<file path="src/design/gvr_pkg.sv">
// ----------------------------------------------------------------------------
// GARCH volatility recursion package
// Shared widths, reset values, register indexes and sequencer states.
// ----------------------------------------------------------------------------
`default_nettype none

package gvr_pkg;

   // Field widths.
   localparam int Z_W        = 16;   // innovation, signed Q3.12
   localparam int SHOCK_W    = 20;   // shock, signed Q7.12
   localparam int VAR_W      = 24;   // variance, unsigned Q8.16
   localparam int WGT_W      = 16;   // weights, unsigned Q0.16
   localparam int WARM_W     = 16;   // warm-up counters
   localparam int CSR_IDX_W  = 3;
   localparam int CSR_DATA_W = 24;

   // Model orders and history depth.
   localparam int ARCH_ORDER  = 3;
   localparam int GARCH_ORDER = 3;
   localparam int HIST_DEPTH  = 3;
   localparam int HIST_IDX_W  = 2;

   // Serial multiplier: one multiplier bit per cycle.
   localparam int MAC_W      = 20;
   localparam int MAC_STEPS  = MAC_W;
   localparam int MAC_CNT_W  = $clog2(MAC_STEPS);
   localparam int PROD_W     = 56;
   localparam int SQ_W       = 2 * SHOCK_W;

   // Variance accumulator in units of 2^-40.
   localparam int ACC_W            = 58;
   localparam int VAR_ROUND_SHIFT  = 24;
   localparam int GARCH_ALIGN      = 8;

   // Serial square root: one root bit per cycle.
   localparam int ROOT_W     = 20;
   localparam int RAD_W      = 2 * ROOT_W;
   localparam int REM_W      = ROOT_W + 2;
   localparam int SQRT_CNT_W = $clog2(ROOT_W);
   localparam int VOL_SHIFT  = RAD_W - VAR_W;

   // Shock rounding from units of 2^-28 to 2^-12.
   localparam int SHOCK_ROUND_SHIFT = 16;
   localparam int MAG_W             = PROD_W - SHOCK_ROUND_SHIFT;

   localparam logic [CSR_DATA_W-1:0] BASE_VARIANCE_RESET = 24'd6554;
   localparam logic [VAR_W-1:0]      VAR_ONE             = 24'd65536;
   localparam logic [VAR_W-1:0]      VAR_MAX             = 24'hFFFFFF;
   localparam logic [MAG_W-1:0]      MAG_POS_LIMIT       = MAG_W'(524287);
   localparam logic [MAG_W-1:0]      MAG_NEG_LIMIT       = MAG_W'(524288);

   // Configuration register indexes.
   localparam logic [CSR_IDX_W-1:0] CSR_BASE_VARIANCE = 3'd0;
   localparam logic [CSR_IDX_W-1:0] CSR_WARMUP_COUNT  = 3'd1;
   localparam logic [CSR_IDX_W-1:0] CSR_ARCH_WEIGHT_1 = 3'd2;
   localparam logic [CSR_IDX_W-1:0] CSR_ARCH_WEIGHT_2 = 3'd3;
   localparam logic [CSR_IDX_W-1:0] CSR_ARCH_WEIGHT_3 = 3'd4;
   localparam logic [CSR_IDX_W-1:0] CSR_GARCH_WEIGHT_1 = 3'd5;
   localparam logic [CSR_IDX_W-1:0] CSR_GARCH_WEIGHT_2 = 3'd6;
   localparam logic [CSR_IDX_W-1:0] CSR_GARCH_WEIGHT_3 = 3'd7;

   typedef enum logic [3:0] {
      ST_IDLE,
      ST_SQ_START,
      ST_SQ_WAIT,
      ST_AW_START,
      ST_AW_WAIT,
      ST_GW_START,
      ST_GW_WAIT,
      ST_ROUND,
      ST_SQRT_START,
      ST_SQRT_WAIT,
      ST_SHOCK_START,
      ST_SHOCK_WAIT,
      ST_FINISH
   } seq_state_type;

   // Handshake between the sequencer and a serial arithmetic unit.
   typedef struct packed {
      logic start;
   } unit_cmd_type;

   typedef struct packed {
      logic busy;
      logic done;
   } unit_status_type;

endpackage

`default_nettype wire

</file>
<file path="src/design/gvr_mac.sv">
// ----------------------------------------------------------------------------
// GVR serial multiplier
// Shift-and-add multiplier that retires one multiplier bit per cycle.
// ----------------------------------------------------------------------------
`default_nettype none

module gvr_mac import gvr_pkg::*; (
   input  logic                  clock,
   input  logic                  reset,
   input  unit_cmd_type          cmd,
   input  logic [PROD_W-1:0]     mcand,
   input  logic [MAC_W-1:0]      mplier,
   output unit_status_type       status,
   output logic [PROD_W-1:0]     product
);

   logic                 busy_ff, busy_in;
   logic                 done_ff, done_in;
   logic [MAC_CNT_W-1:0] cnt_ff, cnt_in;
   logic [PROD_W-1:0]    mcand_ff, mcand_in;
   logic [MAC_W-1:0]     mplier_ff, mplier_in;
   logic [PROD_W-1:0]    prod_ff, prod_in;

   always_comb begin
      busy_in   = busy_ff;
      done_in   = 1'b0;
      cnt_in    = cnt_ff;
      mcand_in  = mcand_ff;
      mplier_in = mplier_ff;
      prod_in   = prod_ff;
      if (cmd.start) begin
         busy_in   = 1'b1;
         cnt_in    = '0;
         mcand_in  = mcand;
         mplier_in = mplier;
         prod_in   = '0;
      end else if (busy_ff) begin
         if (mplier_ff[0]) begin
            prod_in = prod_ff + mcand_ff;
         end
         mcand_in  = mcand_ff << 1;
         mplier_in = mplier_ff >> 1;
         cnt_in    = cnt_ff + MAC_CNT_W'(1);
         if (cnt_ff == MAC_CNT_W'(MAC_STEPS - 1)) begin
            busy_in = 1'b0;
            done_in = 1'b1;
         end
      end
   end

   always_ff @(posedge clock) begin
      if (reset) begin
         busy_ff <= 1'b0;
         done_ff <= 1'b0;
         cnt_ff  <= '0;
      end else begin
         busy_ff <= busy_in;
         done_ff <= done_in;
         cnt_ff  <= cnt_in;
      end
   end

   always_ff @(posedge clock) begin
      mcand_ff  <= mcand_in;
      mplier_ff <= mplier_in;
      prod_ff   <= prod_in;
   end

   assign status.busy = busy_ff;
   assign status.done = done_ff;
   assign product     = prod_ff;

endmodule

`default_nettype wire

</file>
<file path="src/design/gvr_sqrt.sv">
// ----------------------------------------------------------------------------
// GVR serial square root
// Restoring integer square root that settles one root bit per cycle.
// ----------------------------------------------------------------------------
`default_nettype none

module gvr_sqrt import gvr_pkg::*; (
   input  logic                  clock,
   input  logic                  reset,
   input  unit_cmd_type          cmd,
   input  logic [RAD_W-1:0]      radicand,
   output unit_status_type       status,
   output logic [ROOT_W-1:0]     root
);

   logic                  busy_ff, busy_in;
   logic                  done_ff, done_in;
   logic [SQRT_CNT_W-1:0] cnt_ff, cnt_in;
   logic [RAD_W-1:0]      rad_ff, rad_in;
   logic [REM_W-1:0]      rem_ff, rem_in;
   logic [ROOT_W-1:0]     root_ff, root_in;
   logic [REM_W+1:0]      partial;
   logic [REM_W+1:0]      trial;

   // Two radicand bits enter the remainder each step; the trial is 4*root + 1.
   assign partial = {rem_ff, rad_ff[RAD_W-1 -: 2]};
   assign trial   = {2'b00, root_ff, 2'b01};

   always_comb begin
      busy_in = busy_ff;
      done_in = 1'b0;
      cnt_in  = cnt_ff;
      rad_in  = rad_ff;
      rem_in  = rem_ff;
      root_in = root_ff;
      if (cmd.start) begin
         busy_in = 1'b1;
         cnt_in  = '0;
         rad_in  = radicand;
         rem_in  = '0;
         root_in = '0;
      end else if (busy_ff) begin
         rad_in = rad_ff << 2;
         if (partial >= trial) begin
            rem_in  = REM_W'(partial - trial);
            root_in = {root_ff[ROOT_W-2:0], 1'b1};
         end else begin
            rem_in  = partial[REM_W-1:0];
            root_in = {root_ff[ROOT_W-2:0], 1'b0};
         end
         cnt_in = cnt_ff + SQRT_CNT_W'(1);
         if (cnt_ff == SQRT_CNT_W'(ROOT_W - 1)) begin
            busy_in = 1'b0;
            done_in = 1'b1;
         end
      end
   end

   always_ff @(posedge clock) begin
      if (reset) begin
         busy_ff <= 1'b0;
         done_ff <= 1'b0;
         cnt_ff  <= '0;
      end else begin
         busy_ff <= busy_in;
         done_ff <= done_in;
         cnt_ff  <= cnt_in;
      end
   end

   always_ff @(posedge clock) begin
      rad_ff  <= rad_in;
      rem_ff  <= rem_in;
      root_ff <= root_in;
   end

   assign status.busy = busy_ff;
   assign status.done = done_ff;
   assign root        = root_ff;

endmodule

`default_nettype wire

</file>
<file path="src/design/garch_volatility_recursion.sv">
// ----------------------------------------------------------------------------
// GARCH volatility recursion
// Sequencer, history and output register around a serial multiplier and a
// serial square root that form the conditional variance and the shock.
// ----------------------------------------------------------------------------
// Each input word is worked through before the next one is taken: ten passes of
// the one shared bit-serial multiplier, a serial square root, a rounding state,
// a commit state that waits for the output register to take the word, and the
// idle state that takes the word.
// Reset: synchronous; shock history clears to zero, variance history to one,
// the warm-up count to zero and the registers to their defaults.
`default_nettype none

module garch_volatility_recursion import gvr_pkg::*; (
   input  logic                         clock,
   input  logic                         reset,
   input  logic                         req_valid,
   output logic                         req_ready,
   input  logic signed [Z_W-1:0]        req_innovation,
   output logic                         rsp_valid,
   input  logic                         rsp_ready,
   output logic signed [SHOCK_W-1:0]    rsp_shock,
   output logic [VAR_W-1:0]             rsp_variance,
   output logic                         rsp_saturated,
   input  logic                         csr_write_enable,
   input  logic [CSR_IDX_W-1:0]         csr_index,
   input  logic [CSR_DATA_W-1:0]        csr_write_data
);

   localparam logic [HIST_IDX_W-1:0] LAST_TERM = HIST_IDX_W'(HIST_DEPTH - 1);
   localparam logic [ACC_W-1:0] VAR_ROUND_BIAS = ACC_W'(1) << (VAR_ROUND_SHIFT - 1);
   localparam logic [PROD_W-1:0] SHOCK_ROUND_BIAS =
      PROD_W'(1) << (SHOCK_ROUND_SHIFT - 1);

   seq_state_type state_ff, state_in;
   logic [HIST_IDX_W-1:0] term_ff, term_in;

   // Configuration registers.
   logic [VAR_W-1:0]  base_variance_ff;
   logic [WARM_W-1:0] warmup_count_ff;
   logic [WGT_W-1:0]  arch_w_ff  [HIST_DEPTH];
   logic [WGT_W-1:0]  garch_w_ff [HIST_DEPTH];

   // Recursion state.
   logic [SHOCK_W-1:0] shock_hist_ff [HIST_DEPTH];
   logic [VAR_W-1:0]   var_hist_ff   [HIST_DEPTH];
   logic [WARM_W-1:0]  warmup_done_ff;

   // Per-word working registers.
   logic [Z_W-1:0]     z_ff;
   logic [ACC_W-1:0]   acc_ff;
   logic [SQ_W-1:0]    sq_ff;
   logic [VAR_W-1:0]   var_ff;
   logic [ROOT_W-1:0]  vol_ff;
   logic [SHOCK_W-1:0] shock_ff;
   logic               sat_ff;

   // Output register.
   logic               rsp_valid_ff, rsp_valid_in;
   logic [SHOCK_W-1:0] rsp_shock_ff;
   logic [VAR_W-1:0]   rsp_variance_ff;
   logic               rsp_saturated_ff;

   unit_cmd_type      mac_cmd, sqrt_cmd;
   unit_status_type   mac_status, sqrt_status;
   logic [PROD_W-1:0] mac_mcand, mac_product;
   logic [MAC_W-1:0]  mac_mplier;
   logic [ROOT_W-1:0] sqrt_root;

   logic               finish_go;
   logic               suppress;
   logic [SHOCK_W-1:0] shock_sel;
   logic [SHOCK_W-1:0] shock_abs;
   logic [Z_W-1:0]     z_abs;
   logic               z_neg;
   logic [WGT_W-1:0]   arch_eff;
   logic [WGT_W-1:0]   garch_eff;
   logic [ACC_W-1:0]   var_rounded;
   logic               var_over;
   logic [PROD_W-1:0]  mag_rounded;
   logic [MAG_W-1:0]   mag;
   logic               shock_over;
   logic [SHOCK_W-1:0] mag_clip;
   logic [SHOCK_W-1:0] shock_val;

   // ------------------------------------------------------------------
   // Sequencer
   // ------------------------------------------------------------------
   always_comb begin
      state_in       = state_ff;
      term_in        = term_ff;
      mac_cmd.start  = 1'b0;
      sqrt_cmd.start = 1'b0;
      finish_go      = 1'b0;
      unique case (state_ff)
         ST_IDLE: begin
            if (req_valid) begin
               term_in  = '0;
               state_in = ST_SQ_START;
            end
         end
         ST_SQ_START: begin
            mac_cmd.start = 1'b1;
            state_in      = ST_SQ_WAIT;
         end
         ST_SQ_WAIT: begin
            if (mac_status.done) begin
               state_in = ST_AW_START;
            end
         end
         ST_AW_START: begin
            mac_cmd.start = 1'b1;
            state_in      = ST_AW_WAIT;
         end
         ST_AW_WAIT: begin
            if (mac_status.done) begin
               if (term_ff == LAST_TERM) begin
                  term_in  = '0;
                  state_in = ST_GW_START;
               end else begin
                  term_in  = term_ff + HIST_IDX_W'(1);
                  state_in = ST_SQ_START;
               end
            end
         end
         ST_GW_START: begin
            mac_cmd.start = 1'b1;
            state_in      = ST_GW_WAIT;
         end
         ST_GW_WAIT: begin
            if (mac_status.done) begin
               if (term_ff == LAST_TERM) begin
                  term_in  = '0;
                  state_in = ST_ROUND;
               end else begin
                  term_in  = term_ff + HIST_IDX_W'(1);
                  state_in = ST_GW_START;
               end
            end
         end
         ST_ROUND: begin
            state_in = ST_SQRT_START;
         end
         ST_SQRT_START: begin
            sqrt_cmd.start = 1'b1;
            state_in       = ST_SQRT_WAIT;
         end
         ST_SQRT_WAIT: begin
            if (sqrt_status.done) begin
               state_in = ST_SHOCK_START;
            end
         end
         ST_SHOCK_START: begin
            mac_cmd.start = 1'b1;
            state_in      = ST_SHOCK_WAIT;
         end
         ST_SHOCK_WAIT: begin
            if (mac_status.done) begin
               state_in = ST_FINISH;
            end
         end
         ST_FINISH: begin
            // The step commits only when the output register can take a word.
            if (!rsp_valid_ff || rsp_ready) begin
               finish_go = 1'b1;
               state_in  = ST_IDLE;
            end
         end
         default: begin
            state_in = ST_IDLE;
         end
      endcase
   end

   always_ff @(posedge clock) begin
      if (reset) begin
         state_ff <= ST_IDLE;
         term_ff  <= '0;
      end else begin
         state_ff <= state_in;
         term_ff  <= term_in;
      end
   end

   assign req_ready = (state_ff == ST_IDLE);

   // ------------------------------------------------------------------
   // Operand selection for the shared multiplier
   // ------------------------------------------------------------------
   assign shock_sel = shock_hist_ff[term_ff];
   assign shock_abs = shock_sel[SHOCK_W-1] ? (~shock_sel + SHOCK_W'(1)) : shock_sel;
   assign z_neg     = z_ff[Z_W-1];
   assign z_abs     = z_neg ? (~z_ff + Z_W'(1)) : z_ff;

   // Terms above the configured order carry no weight.
   assign arch_eff  = (int'(term_ff) < ARCH_ORDER)  ? arch_w_ff[term_ff]  : '0;
   assign garch_eff = (int'(term_ff) < GARCH_ORDER) ? garch_w_ff[term_ff] : '0;

   always_comb begin
      unique case (state_ff)
         ST_SQ_START: begin
            mac_mcand  = PROD_W'(shock_abs);
            mac_mplier = MAC_W'(shock_abs);
         end
         ST_AW_START: begin
            mac_mcand  = PROD_W'(sq_ff);
            mac_mplier = MAC_W'(arch_eff);
         end
         ST_GW_START: begin
            mac_mcand  = PROD_W'({var_hist_ff[term_ff], GARCH_ALIGN'(0)});
            mac_mplier = MAC_W'(garch_eff);
         end
         ST_SHOCK_START: begin
            mac_mcand  = PROD_W'(vol_ff);
            mac_mplier = MAC_W'(z_abs);
         end
         default: begin
            mac_mcand  = '0;
            mac_mplier = '0;
         end
      endcase
   end

   gvr_mac u_mac (
      .clock   (clock),
      .reset   (reset),
      .cmd     (mac_cmd),
      .mcand   (mac_mcand),
      .mplier  (mac_mplier),
      .status  (mac_status),
      .product (mac_product)
   );

   gvr_sqrt u_sqrt (
      .clock    (clock),
      .reset    (reset),
      .cmd      (sqrt_cmd),
      .radicand ({var_ff, VOL_SHIFT'(0)}),
      .status   (sqrt_status),
      .root     (sqrt_root)
   );

   // ------------------------------------------------------------------
   // Rounding and clipping
   // ------------------------------------------------------------------
   assign var_rounded = acc_ff + VAR_ROUND_BIAS;
   assign var_over    = |var_rounded[ACC_W-1:VAR_ROUND_SHIFT+VAR_W];

   assign mag_rounded = mac_product + SHOCK_ROUND_BIAS;
   assign mag         = mag_rounded[PROD_W-1:SHOCK_ROUND_SHIFT];

   always_comb begin
      shock_over = 1'b0;
      mag_clip   = mag[SHOCK_W-1:0];
      if (z_neg) begin
         if (mag > MAG_NEG_LIMIT) begin
            shock_over = 1'b1;
            mag_clip   = MAG_NEG_LIMIT[SHOCK_W-1:0];
         end
      end else begin
         if (mag > MAG_POS_LIMIT) begin
            shock_over = 1'b1;
            mag_clip   = MAG_POS_LIMIT[SHOCK_W-1:0];
         end
      end
   end

   assign shock_val = z_neg ? (~mag_clip + SHOCK_W'(1)) : mag_clip;

   // ------------------------------------------------------------------
   // Working registers
   // ------------------------------------------------------------------
   always_ff @(posedge clock) begin
      if (state_ff == ST_IDLE && req_valid) begin
         z_ff   <= $unsigned(req_innovation);
         acc_ff <= ACC_W'(base_variance_ff) << VAR_ROUND_SHIFT;
      end
      if (state_ff == ST_SQ_WAIT && mac_status.done) begin
         sq_ff <= mac_product[SQ_W-1:0];
      end
      if ((state_ff == ST_AW_WAIT || state_ff == ST_GW_WAIT) && mac_status.done) begin
         acc_ff <= acc_ff + ACC_W'(mac_product);
      end
      if (state_ff == ST_ROUND) begin
         var_ff <= var_over ? VAR_MAX : var_rounded[VAR_ROUND_SHIFT +: VAR_W];
         sat_ff <= var_over;
      end
      if (state_ff == ST_SQRT_WAIT && sqrt_status.done) begin
         vol_ff <= sqrt_root;
      end
      if (state_ff == ST_SHOCK_WAIT && mac_status.done) begin
         shock_ff <= shock_val;
         sat_ff   <= sat_ff | shock_over;
      end
   end

   // ------------------------------------------------------------------
   // Configuration, history and warm-up
   // ------------------------------------------------------------------
   assign suppress     = (warmup_done_ff < warmup_count_ff);
   assign rsp_valid_in = (rsp_valid_ff && !rsp_ready) || (finish_go && !suppress);

   always_ff @(posedge clock) begin
      if (reset) begin
         base_variance_ff <= BASE_VARIANCE_RESET;
         warmup_count_ff  <= '0;
         for (int i = 0; i < HIST_DEPTH; i++) begin
            arch_w_ff[i]     <= '0;
            garch_w_ff[i]    <= '0;
            shock_hist_ff[i] <= '0;
            var_hist_ff[i]   <= VAR_ONE;
         end
         warmup_done_ff <= '0;
         rsp_valid_ff   <= 1'b0;
      end else begin
         if (csr_write_enable) begin
            unique case (csr_index)
               CSR_BASE_VARIANCE:  base_variance_ff <= csr_write_data[VAR_W-1:0];
               CSR_WARMUP_COUNT:   warmup_count_ff  <= csr_write_data[WARM_W-1:0];
               CSR_ARCH_WEIGHT_1:  arch_w_ff[0]     <= csr_write_data[WGT_W-1:0];
               CSR_ARCH_WEIGHT_2:  arch_w_ff[1]     <= csr_write_data[WGT_W-1:0];
               CSR_ARCH_WEIGHT_3:  arch_w_ff[2]     <= csr_write_data[WGT_W-1:0];
               CSR_GARCH_WEIGHT_1: garch_w_ff[0]    <= csr_write_data[WGT_W-1:0];
               CSR_GARCH_WEIGHT_2: garch_w_ff[1]    <= csr_write_data[WGT_W-1:0];
               CSR_GARCH_WEIGHT_3: garch_w_ff[2]    <= csr_write_data[WGT_W-1:0];
               default: begin
               end
            endcase
         end
         if (finish_go) begin
            for (int i = HIST_DEPTH - 1; i > 0; i--) begin
               shock_hist_ff[i] <= shock_hist_ff[i-1];
               var_hist_ff[i]   <= var_hist_ff[i-1];
            end
            shock_hist_ff[0] <= shock_ff;
            var_hist_ff[0]   <= var_ff;
            if (suppress) begin
               warmup_done_ff <= warmup_done_ff + WARM_W'(1);
            end
         end
         rsp_valid_ff <= rsp_valid_in;
      end
   end

   always_ff @(posedge clock) begin
      if (finish_go && !suppress) begin
         rsp_shock_ff     <= shock_ff;
         rsp_variance_ff  <= var_ff;
         rsp_saturated_ff <= sat_ff;
      end
   end

   assign rsp_valid     = rsp_valid_ff;
   assign rsp_shock     = $signed(rsp_shock_ff);
   assign rsp_variance  = rsp_variance_ff;
   assign rsp_saturated = rsp_saturated_ff;

endmodule

`default_nettype wire

</file>
<file path="config.mk">
export PLATFORM = sky130hd
export DESIGN_NAME = garch_volatility_recursion
export DESIGN_NICKNAME = d
export VERILOG_FILES = /design/src/design/gvr_pkg.sv /design/src/design/gvr_mac.sv /design/src/design/gvr_sqrt.sv /design/src/design/garch_volatility_recursion.sv
export SDC_FILE = /design/constraint.sdc
export NUM_CORES = 2
export LEC_CHECK = 0
export BUFFER_PORTS_ARGS = -buffer_cell sky130_fd_sc_hd__buf_2
export CORE_ASPECT_RATIO = 0.6
export CORE_UTILIZATION = 32
export CTS_CLUSTER_DIAMETER = 30
export CTS_CLUSTER_SIZE = 20
export DETAILED_ROUTE_END_ITERATION = 16
export SLEW_MARGIN = 25
export SYNTH_ARGS = -nofsm -noshare
export SYNTH_HDL_FRONTEND = slang
export SYNTH_SLANG_ARGS = --single-unit
</file>
<file path="constraint.sdc">
create_clock -name clock -period 8.9 [get_ports clock]
set_clock_uncertainty 0.2 [all_clocks]
set_input_delay 2.225 -clock clock [delete_from_list [all_inputs] [get_ports clock]]
set_output_delay 2.225 -clock clock [all_outputs]
set_load 0.02 [all_outputs]
</file>
==> impl_metrics.py <==
metrics = {
    "clock_network": {
        "cts.sinks": 729,
        "cts_root_buf": "clkbuf_16",
        "cts_buffers": 120,
        "cts_tree": "built",
        "cts_htree_levels": 3,
        "cts.repair.resized": 0,
        "cts_setup_buffers": 0,
        "clock_latency_ps": 730,
        "cts_buffer_depth": 3,
        "ctsHoldBuffers": 0,
        "clk_transition_reported_paths_ps": 60,
    },
    "run": {
        "drv_cap": 0,
    },
    "power": {
        "vdd_ir_drop_max_uv": 195,
        "p_sw_w": 0.00445,
        "swShare": 0.342,
        "power_frac_comb": 0.277,
        "p_clk_frac": 0.379,
        "p_leak_nw": 17.0,
        "intPower_w": 0.00856,
        "power.density_nw_per_um2": 290,
        "seqPwrFrac": 0.344,
    },
    "detailed_routing": {
        "routed_wl_mm": 118,
        "drt_iter0_markers": 3080,
        "route.detailed.wl_per_inst_um": 21.5,
        "via_count": 29158,
        "drt-pass1-iter-count": 5,
        "drc": 0,
        "final_antenna_net_count": 0,
        "via_per_inst": 5.34,
    },
    "yosys": {
        "synth-async-reset-ratio": 0,
        "syn_area_per_cell_um2": 10.4,
        "synth_edf_count": 552,
        "synth-compound-area-share": 0.152,
        "post_synth_fa_ha_maj_area_fraction": 0.0520,
        "synthCells": 3688,
        "synth_top_family_by_area": "simple AND/OR/NAND/NOR gates",
        "synth_xor_area_frac": 0.0475,
        "synth.area.mux_share": 0.0319,
        "syn_area_um2": 38300,
        "syn_nets": 3894,
        "synth-simple-area-share": 0.165,
        "synth.distinct_cells": 91,
        "yosys_warnings": 0,
        "seq_area_frac_synth": 0.525,
        "yosys_register_bits": 729,
        "synth_flop_cell": "edfxtp_1",
    },
    "layout": {
        "fin_cells": 5465,
        "fillers": 11464,
        "layout_common_cells": "edfxtp_1, nand2_1, a21oi_1",
        "layout-drive-gt1-share": 0.110,
        "final_common_cell": "edfxtp_1",
        "num-nets-final": 3976,
        "area_growth_pct": 17.0,
    },
    "die": {
        "rows": 97,
        "die_w_um": 449,
        "boundaryPins": 95,
        "dieArea_um2": 121000,
        "initial_core_util": 0.325,
        "core_um2": 118000,
        "die_h_um": 270,
    },
    "global_route": {
        "antenna_found_initial": 9,
        "grt-ovfl-total": 0,
        "grt_use_met2": 0.244,
        "grt_max_degree": 81,
        "grtUsageMet3": 0.0512,
        "grt_usage": 0.190,
        "grt_use_met1": 0.304,
        "grt_pass1_vias": 26466,
        "grt_pass1_wl_mm": 176,
        "grt.busiest_layer": "met1",
    },
    "critical_path": {
        "cp-start-kind": "flop",
        "endpoint_kind": "flop",
        "rr_worst_depth": 18,
        "path_cells": "nand4_1, or2_2, or4_4, o41ai_2, o21ai_1, a211oi_2, and3_1, nor2_2, o21a_1, inv_1, ha_1, inv_1, a41oi_1, nand2b_1, a211oi_2, a21boi_2, a21oi_1, a2bb2oi_1",
        "critical_path.reg2reg.startpoint": "u_mac.product[17]",
        "worstPathArrival_ps": 6450,
        "crit_required_ps": 9150,
        "max_stage_delay_ps": 620,
        "critPathLaunch": "u_mac.product[17]",
        "cp_max_fo": 14,
        "reg2reg_slack_ps": 2700,
        "cp_slowest_cell": "dfxtp_1",
        "cp-endpoint": "shock_ff[18]",
        "r2r_end": "shock_ff[18]",
        "crit_type": "reg2reg",
    },
    "placement": {
        "io_buffers": 94,
        "placed_cells": 5231,
        "dp_slack_ps": 2870,
        "gp_congestion": 0.938,
        "hpwl_mm": 84.5,
    },
    "timing": {
        "post-route-period-util": 0.697,
        "tightest_slew_ps": 1020,
        "period_needed_ps": 6200,
        "rsz0062_at_grt": "no",
        "slew_headroom": 0.312,
        "fmax_mhz": 161,
        "hold-worst-slack_ps": 253,
        "fin_tns_setup_ps": 0,
        "slew_violations": 0,
        "hold_viol": 0,
        "setup_violations": 0,
        "worst_slack_ps": 2700,
    },
    "status": {
        "status": "completed",
    },
    "worst_hold_path": {
        "worstHoldPathType": "reg2reg",
    },
}
==> through the flow <==
stage | utilization | cell area, µm² | power [W]
2_1_floorplan | - | 38300 | 0.00703
3_3_place_gp | 0.344 | 40400 | 0.00799
3_5_place_dp | 0.344 | 40500 | 0.00801
4_1_cts | 0.380 | 44800 | 0.0130
5_1_grt | 0.381 | 44800 | 0.0136
6_report | 0.381 | 44800 | 0.0130
==> how the worst min path moves through the flow <==
stage                               end           startpoint  slack (ps)  depth (start not counted)
finish               warmup_count_ff[8]   warmup_count_ff[8]         250                          2
global route        warmup_count_ff[11]  warmup_count_ff[11]         270                          2
CTS                  warmup_count_ff[8]   warmup_count_ff[8]         250                          2
detailed placement   warmup_count_ff[8]   warmup_count_ff[8]         250                          2
global placement     warmup_count_ff[8]   warmup_count_ff[8]         240                          2
floorplan                  rsp_shock[0]          shock_ff[0]         220                          0
==> critical path: cells and delay by family (launching register included) <==
kind | cells | cell delay, ps
and+or+nand+nor | 6 | 2310
AOI/OAI and AO/OA | 9 | 2290
DFF | 1 | 620
adders and majority gates | 1 | 270
buffers and inverters | 2 | 230
==> metal layers <==
layer  share of wire  vias to the layer above
li1                -                    13759
met3           0.099                      152
met2            0.38                     1090
met4           0.019                        0
met5               0                        -
met1            0.50                    14157
==> area by class of cell <==
cell class	instances	area, µm²	area share
timing repair buffer	135	806	0.0180
antenna	5	12.5	0.000279
clock buffer	141	3200	0.0713
multi-input combinational	2694	17300	0.385
clock inverter	87	1110	0.0249
tap	1584	1980	0.0442
sequential	729	20100	0.449
inverter	90	338	0.00754
==> synth_stat cells, drive strengths merged (31+ instances only) <==
master    n  area share
ha      156       0.051
mux2i   113       0.030
nand3    81       0.011
a211oi   37      0.0075
a31oi    31      0.0051
and2    187       0.031
a22oi    36      0.0071
nand4    33      0.0058
a21o    102       0.020
nand2   445       0.044
inv      90      0.0088
and3     62       0.010
nor3     60      0.0078
o21ai   170       0.022
xnor2   103       0.024
xor2    105       0.024
buf      31      0.0037
nand2b   32      0.0052
clkbuf  143       0.014
nor2    275       0.027
dfxtp   177       0.092
edfxtp  552        0.43
a21oi   298       0.039
==> cell families (layout without fill, tap and decap cells) <==
family,count (synthesis),after routing
adder cells (fa/ha/maj),158,158
AND/OR/NAND/NOR,1305,1305
flip-flops,729,729
buffers and inverters,265,453
AO/OA/AOI/OAI,902,902
other,0,5
XOR/XNOR,208,208
multiplexers,121,121
==> sequential cells by signal, summed over array words and instances (netlist names), 22 cells and up, named ones only <==
register and count:
acc_ff 58, sq_ff 40, var_ff 24, garch_w_ff 48, u_mac.product 56, arch_w_ff 48
u_sqrt.rad_ff 24, shock_hist_ff 60, u_sqrt.rem_ff 22, u_mac.mcand_ff 56, rsp_variance 24, base_variance_ff 24
var_hist_ff 72
==> power by group through the flow <==
| stage | combinational, W | clock (W) | sequential [W] |
|---|---|---|---|
| 3_5_place_dp | 0.00348 | 0 | 0.00453 |
| 6_report | 0.00360 | 0.00493 | 0.00448 |
| 4_1_cts | 0.00351 | 0.00501 | 0.00447 |
| 2_1_floorplan | 0.00270 | 0 | 0.00434 |
| 3_3_place_gp | 0.00347 | 0 | 0.00452 |
| 5_1_grt | 0.00396 | 0.00516 | 0.00452 |
Note: power is estimated with default switching activity, not from simulation.
